<file path="config.mk">
export PLATFORM = sky130hd
export DESIGN_NAME = recency_stack
export DESIGN_NICKNAME = d
export VERILOG_FILES = /design/src/sv/rs_pkg.sv /design/src/sv/rs_cell.sv /design/src/sv/recency_stack.sv
export SDC_FILE = /design/constraint.sdc
export NUM_CORES = 2
export LEC_CHECK = 0
export ABC_AREA = 1
export BUFFER_PORTS_ARGS = -buffer_cell sky130_fd_sc_hd__clkbuf_2
export CAP_MARGIN = 20
export CORE_MARGIN = 2
export CORE_UTILIZATION = 55
export DETAILED_ROUTE_END_ITERATION = 8
export GPL_TIMING_DRIVEN = 0
export HOLD_SLACK_MARGIN = 0.05
export PLACE_DENSITY = 0.71
export SLEW_MARGIN = 20
export SYNTH_ARGS = -nofsm -noshare
export SYNTH_HDL_FRONTEND = slang
export SYNTH_HIERARCHICAL = 1
export SYNTH_SLANG_ARGS = --single-unit
</file>
<file path="constraint.sdc">
create_clock -name clk -period 19.1 [get_ports clk]
set_input_delay 2.865 -clock clk [delete_from_list [all_inputs] [get_ports clk]]
set_output_delay 2.865 -clock clk [all_outputs]
set_load 0.01 [all_outputs]
</file>
<file path="src/sv/rs_pkg.sv">
// rs_pkg: shared constants, codes and cell control types for the recency stack
// used by rs_cell and recency_stack; no dependencies
`timescale 1ns / 1ps
`default_nettype none

package rs_pkg;

    localparam int DEPTH   = 16;
    localparam int CNT_W   = $clog2(DEPTH + 1);
    localparam int DATA_W  = 32;
    localparam int OP_W    = 3;
    localparam int STAT_W  = 2;
    localparam int FILL_W  = 5;

    localparam logic [OP_W-1:0] OP_PUSH   = 3'd0;
    localparam logic [OP_W-1:0] OP_POP    = 3'd1;
    localparam logic [OP_W-1:0] OP_DELETE = 3'd2;
    localparam logic [OP_W-1:0] OP_MOVE   = 3'd3;
    localparam logic [OP_W-1:0] OP_BOTTOM = 3'd4;

    localparam logic [STAT_W-1:0] ST_OK        = 2'd0;
    localparam logic [STAT_W-1:0] ST_NOT_FOUND = 2'd1;
    localparam logic [STAT_W-1:0] ST_EMPTY     = 2'd2;
    localparam logic [STAT_W-1:0] ST_FULL      = 2'd3;

    // what every cell does with its slot
    typedef enum logic [2:0] {
        CMD_HOLD,
        CMD_PUSH,
        CMD_POP,
        CMD_DELETE,
        CMD_MOVE
    } cmd_kind_t;

    typedef struct packed {
        cmd_kind_t          kind;
        logic [DATA_W-1:0]  key;
    } cell_cmd_t;

endpackage

`default_nettype wire

</file>
<file path="src/sv/rs_cell.sv">
// rs_cell: one slot of the recency stack, compares against the key and
// shifts toward a neighbor; depends on rs_pkg
`timescale 1ns / 1ps
`default_nettype none

module rs_cell
    import rs_pkg::*;
(
    input  wire logic              clk,
    input  wire cell_cmd_t         cmd,
    input  wire logic              slot_valid,
    input  wire logic [DATA_W-1:0] up_val,
    input  wire logic [DATA_W-1:0] down_val,
    input  wire logic              found_in,
    output logic [DATA_W-1:0]      val,
    output logic                   found_out
);

    logic [DATA_W-1:0] val_reg;
    logic [DATA_W-1:0] val_next;
    logic              match;

    assign match     = slot_valid && (val_reg == cmd.key);
    assign found_out = found_in || match;
    assign val       = val_reg;

    always_comb
    begin
        val_next = val_reg;
        case (cmd.kind)
            CMD_PUSH:   val_next = up_val;
            CMD_POP:    val_next = down_val;
            // slots at and below the topmost match close the gap
            CMD_DELETE:
            begin
                if (found_out)
                    val_next = down_val;
            end
            // slots down to the topmost match shift down, the rest hold
            CMD_MOVE:
            begin
                if (!found_in)
                    val_next = up_val;
            end
            default:    val_next = val_reg;
        endcase
    end

    always_ff @(posedge clk)
    begin
        val_reg <= val_next;
    end

endmodule

`default_nettype wire

</file>
<file path="src/sv/recency_stack.sv">
// recency_stack: top level, a chain of rs_cell slots with the fill count and
// a registered result stage; depends on rs_pkg and rs_cell
`timescale 1ns / 1ps
`default_nettype none

// Bounded recency stack of DEPTH unsigned 32-bit values, slot 0 on top. Push,
// pop, delete and move to top are done by the row of cells: each slot
// compares itself with the key and takes its upper or lower neighbor's value,
// with the topmost match found along the chain; remove bottom only lowers the
// fill count. One transfer is accepted per cycle while the result register
// is free or being taken; a held result stalls the input. Results appear in
// the cycle after their transfer, in order, one per operation.
module recency_stack
    import rs_pkg::*;
(
    input  wire logic              clk,
    input  wire logic              rst_n,
    input  wire logic              in_valid,
    output logic                   in_stall,
    input  wire logic [OP_W-1:0]   operation,
    input  wire logic [DATA_W-1:0] value,
    output logic                   out_valid,
    input  wire logic              out_stall,
    output logic [STAT_W-1:0]      status,
    output logic [DATA_W-1:0]      removed_value,
    output logic [FILL_W-1:0]      fill_level
);

    logic [CNT_W-1:0]  count_reg;
    logic [CNT_W-1:0]  count_next;
    logic              out_valid_reg;
    logic              out_valid_next;
    logic [STAT_W-1:0] status_reg;
    logic [STAT_W-1:0] status_next;
    logic [DATA_W-1:0] removed_reg;
    logic [DATA_W-1:0] removed_next;

    logic              accept;
    logic              empty;
    logic              full;
    logic              found_any;
    logic [DATA_W-1:0] bottom_val;
    cell_cmd_t         cmd;

    logic [DATA_W-1:0] vals  [DEPTH];
    logic [DEPTH:0]    found;
    logic [DEPTH-1:0]  valid;
    logic [DEPTH-1:0]  bottom_sel;

    assign in_stall      = out_valid_reg && out_stall;
    assign accept        = in_valid && !in_stall;
    assign empty         = (count_reg == '0);
    assign full          = (count_reg == CNT_W'(DEPTH));
    assign found[0]      = 1'b0;
    assign found_any     = found[DEPTH];

    genvar gi;
    generate
        for (gi = 0; gi < DEPTH; gi++)
        begin : g_cell
            logic [DATA_W-1:0] up_v;
            logic [DATA_W-1:0] down_v;

            assign valid[gi]      = (CNT_W'(gi) < count_reg);
            assign bottom_sel[gi] = (CNT_W'(gi + 1) == count_reg);

            if (gi == 0)
            begin : g_top
                assign up_v = value;
            end
            else
            begin : g_mid
                assign up_v = vals[gi-1];
            end

            if (gi == DEPTH - 1)
            begin : g_last
                assign down_v = vals[gi];
            end
            else
            begin : g_inner
                assign down_v = vals[gi+1];
            end

            rs_cell u_cell (
                .clk        (clk),
                .cmd        (cmd),
                .slot_valid (valid[gi]),
                .up_val     (up_v),
                .down_val   (down_v),
                .found_in   (found[gi]),
                .val        (vals[gi]),
                .found_out  (found[gi+1])
            );
        end
    endgenerate

    // bottom slot is one-hot selected from the fill count
    always_comb
    begin
        bottom_val = '0;
        for (int i = 0; i < DEPTH; i++)
        begin
            if (bottom_sel[i])
                bottom_val = bottom_val | vals[i];
        end
    end

    always_comb
    begin
        cmd.key      = value;
        cmd.kind     = CMD_HOLD;
        count_next   = count_reg;
        status_next  = status_reg;
        removed_next = removed_reg;
        out_valid_next = out_valid_reg && out_stall;
        if (accept)
        begin
            out_valid_next = 1'b1;
            status_next    = ST_OK;
            removed_next   = '0;
            case (operation)
                OP_PUSH:
                begin
                    if (full)
                        status_next = ST_FULL;
                    else
                    begin
                        cmd.kind   = CMD_PUSH;
                        count_next = count_reg + 1'b1;
                    end
                end
                OP_POP:
                begin
                    if (empty)
                        status_next = ST_EMPTY;
                    else
                    begin
                        cmd.kind     = CMD_POP;
                        removed_next = vals[0];
                        count_next   = count_reg - 1'b1;
                    end
                end
                OP_DELETE:
                begin
                    if (empty)
                        status_next = ST_EMPTY;
                    else if (!found_any)
                        status_next = ST_NOT_FOUND;
                    else
                    begin
                        cmd.kind     = CMD_DELETE;
                        removed_next = value;
                        count_next   = count_reg - 1'b1;
                    end
                end
                OP_MOVE:
                begin
                    if (found_any)
                        cmd.kind = CMD_MOVE;
                    else if (full)
                        status_next = ST_FULL;
                    else
                    begin
                        cmd.kind   = CMD_PUSH;
                        count_next = count_reg + 1'b1;
                    end
                end
                OP_BOTTOM:
                begin
                    if (empty)
                        status_next = ST_EMPTY;
                    else
                    begin
                        removed_next = bottom_val;
                        count_next   = count_reg - 1'b1;
                    end
                end
                default: status_next = ST_OK;
            endcase
        end
    end

    always_ff @(posedge clk or negedge rst_n)
    begin
        if (!rst_n)
        begin
            count_reg     <= '0;
            out_valid_reg <= 1'b0;
        end
        else
        begin
            count_reg     <= count_next;
            out_valid_reg <= out_valid_next;
        end
    end

    always_ff @(posedge clk)
    begin
        status_reg  <= status_next;
        removed_reg <= removed_next;
    end

    assign out_valid     = out_valid_reg;
    assign status        = status_reg;
    assign removed_value = removed_reg;
    assign fill_level    = FILL_W'(count_reg);

`ifndef SYNTH
    a_count_bound : assert property (@(posedge clk) disable iff (!rst_n)
        count_reg <= CNT_W'(DEPTH))
        else $error("fill count above depth");

    a_full_push : assert property (@(posedge clk) disable iff (!rst_n)
        (accept && operation == OP_PUSH && full) |=>
            (status_reg == ST_FULL && count_reg == $past(count_reg)))
        else $error("push into full stack not refused");

    a_move_count : assert property (@(posedge clk) disable iff (!rst_n)
        (accept && operation == OP_MOVE && found_any) |=>
            (count_reg == $past(count_reg) && status_reg == ST_OK))
        else $error("move to top with match changed fill count");

    a_delete_hit : assert property (@(posedge clk) disable iff (!rst_n)
        (accept && operation == OP_DELETE && found_any) |=>
            (count_reg == $past(count_reg) - 1'b1 && removed_reg == $past(value)))
        else $error("delete with match did not remove one entry");
`endif

endmodule

`default_nettype wire
</file>
==> impl_results.md <==
* Clk pwr share at 28.4%
* FF+latch area at 16500 um2
* Top FF cell, synth: edfxtp_1
* Yosys cell types at 39
* Vias in the first global route at 32000
* Register share of total power at 37.0%
* First-pass GRT wire length at 221 mm
* Yosys top cell area share at 41.8%
* Setup Buffers After CTS at 0
* Min cycle time layout at 9.59 ns
* Status: finished, final reports clean
* Worst skew pair latency at 0.63 ns
* Compound-Gate Fraction of Synth Area at 1.28%
* Root buffer cell: clkbuf_16
* Ys Warns at 6
* Sw Pwr at 1850 uW
* Core area at 70300 um2
* Synthesized instance count at 4830
* Most numerous cell in the Yosys netlist: nand2_1
* Syn_area_per_cell at 8.12 um2
* P_int at 2580 uW
* Synth Area in XOR/XNOR at 4.06%
* DRT Pass-1 Iters at 7
* Largest register FFs at 512
* Max Clock Freq at 104 MHz
* Clk_skew at 0.0293 ns
* Slowest cell delay on critical path at 0.78 ns
* Mapped Area at 39200 um2
* Sw frac at 41.7%
* Final setup fails at 0
* Gate power share at 34.6%
* First DRT Iteration DRCs at 5110
* Die area at 73500 um2
* Routed wire length at 157 mm
* Port bufs at 79
* Crit. Startpoint: value[29]
* H-tree levels at 3
* N_diodes at 0
* CP max FO at 34
* WL/cell at 26.2 um
* Post-synthesis mux area share at 14.7%
* Area of the multi-input gates at 18500 um2
* CTS tree: done
* Cell row count at 97
* Main combinational cell family by area after synthesis: simple AND/OR/NAND/NOR gates
* Post-CTS resize count at 0
* Crit start category: input pin
* Number of enable flip-flop cells after synthesis at 546
* Fin. max-slew vios at 0
* RSZ-0062 raised after global routing: false
* Fin nets at 5034
* Clk sinks at 552
* # DRC at 0
* Overall power at 4430 uW
* Most instantiated cells after synthesis: nand2_1, inv_1, edfxtp_1, mux2_1, nor2_1
* Class of the worst hold path: register to register
* Min-Delay Startpoint: out_valid
* Post-synth top area cell: edfxtp_1
* Die height at 271 um
* Width of the die at 271 um
* Max Cap Viol at 0
* Syn Nets at 4874
* Worst setup EP type: register
* Hold Fails Final Rpt at 0
* Most frequent CP cell: nand2_1
* Top cells by area, synth: edfxtp_1, mux2_1, nand2_1, inv_1, nand3_1
* Worst reg2reg path depth at 54
* Routed Antenna Nets at 0
* RePlAce Congestion at 1.11
* Vias post-DR at 34800
* Clock transition at path regs at 0.06 ns
* Crit Reg-Reg Startpoint: fill_level[4]
* PnR worst setup slack at 9.51 ns
* Grt total ovfl at 0
* Simple-gate portion of the synthesized area at 26.9%
* CTS Hold Bufs at 0
* Share of layout cells above drive strength 1 at 9.55%
* Peak VDD IR at 0.0750 mV
* Setup TNS Final at 0 ns
* # IOs at 80
* Initial antenna violation count at 0
* Fill count at 6367
* Pin count of the biggest net entering global routing at 35
* R2r setup slk at 10.80 ns
* WHS Path Cells at 2
* Worst Setup Path Type: input pin to register
* Vias per cell at 5.82
* Synthesis-stage register bit count at 552
* Register area share after synthesis at 42.2%
* Cell Pwr Density at 103 nW/um2
* Area grow syn2layout at 9.97%
* Total track usage at 41.9%
* Core Util, Final at 61.4%
* Starting density of the core at 55.8%
* Longest Clk Path Bufs at 3
* Num CTS Buffers at 67
* Asr flop ratio synth at 1.09%
* Adder-Cell Fraction of Synth Area at 0.159%
* Worst-margin pin slew at 1.11 ns
* Slowest stage cell, crit path: clkbuf_2
* Final HPWL DP at 123 mm
* Worst slew margin at 25.8%
* P_leak at 0.0196 uW
* Fin crit share at 50.2%
* Critical Path AT at 9.83 ns
* Critical Path RT at 19.34 ns
* Post-Place Setup Slack at 9.12 ns
## worst paths after layout
check                                           to
setup / recovery           g_cell[8].u_cell/val[1]
hold / removal                           out_valid
setup reg to reg           g_cell[8].u_cell/val[1]
hold reg to reg                          out_valid
max in group asynchronous            fill_level[0]
min in group asynchronous                out_valid
## final cells by class
| class | instances | area share (%) |
|---|---|---|
| tap | 940 | 2.73 |
| buffer | 141 | 2.05 |
| sequential | 552 | 38.4 |
| multi-input combinational | 3257 | 42.9 |
| clock buffer | 82 | 4.12 |
| inverter | 880 | 7.68 |
| clock inverter | 42 | 0.708 |
| timing repair buffer | 91 | 1.42 |
## routing by layer
layer | share of wire, % | GRT usage [%] | wire length (um) | vias up
met5 | 0 | 0 | 0 | -
met4 | 8.9 | 31.9 | 14000 | 0
met3 | 10 | 5.95 | 16100 | 431
met2 | 43 | 63.2 | 67800 | 2132
met1 | 38 | 54.6 | 59200 | 16400
li1 | - | - | - | 15800
## per-stage QoR
stage	cell area, um2	cells	hold WS (ns)
after floorplan	39200	4830	0.525
after global placement	40800	5849	0.482
after detailed placement	41100	5861	0.518
after CTS	43100	5985	0.531
after global routing	43100	5985	0.552
final	43100	5985	0.543
## worst max-delay path, delay by kind of cell
kind / cells / cell delay (ns)
buf+inv: 23 / 3.43
simple gates: 27 / 2.77
compound gates: 2 / 0.64
## power groups by stage
stage | Clock (uW) | Combinational [uW] | Sequential (uW)
6_report | 1260 | 1530 | 1640
5_1_grt | 1310 | 1570 | 1650
4_1_cts | 1260 | 1450 | 1630
3_5_place_dp | 0 | 1440 | 1660
3_3_place_gp | 0 | 1420 | 1660
2_1_floorplan | 0 | 811 | 1590
## cell families after synthesis
logic type | count (synthesis)
AND/OR/NAND/NOR | 2463
buffers and inverters | 1021
flip-flops | 552
multiplexers | 512
XOR/XNOR | 182
AO/OA/AOI/OAI | 94
adder cells (fa/ha/maj) | 5
other | 1
## layout by cell type (no fill, tap or decap), types with 2 or more instances in the layout
cell        synthesis  routed
or2_0              16      16
inv_1             840     824
buf_1               4       4
o22ai_1            16      16
inv_4               3       3
nor2_2             39      39
xnor2_1           161     161
nor3_1              8       6
buf_16              0       6
clkbuf_2            1      80
nand3_1           328     328
dfrtp_1             6       6
nor3_2              0       2
nand4_1           171     171
inv_6               0       3
inv_2              21      37
nor2_4             10      11
nor2_1            425     424
edfxtp_1          546     546
nand3_2            19      19
clkbuf_1           12      25
clkinv_8            0       2
buf_2              51      51
bufinv_16           0       3
mux2_1            480     480
or2_1              17      17
clkbuf_16           0      69
nand2_1          1406    1406
ha_1                5       5
xor2_1             21      21
buf_6               4       6
mux2_2             32      32
buf_4              69      73
o21ai_1            14      14
clkinvlp_4          0       2
o21ai_0            59      59
clkinv_2            0      17
a21oi_4             0       2
nand2_2            21      21
clkinv_1           16      31
Note: power is estimated with default switching activity, not from simulation.
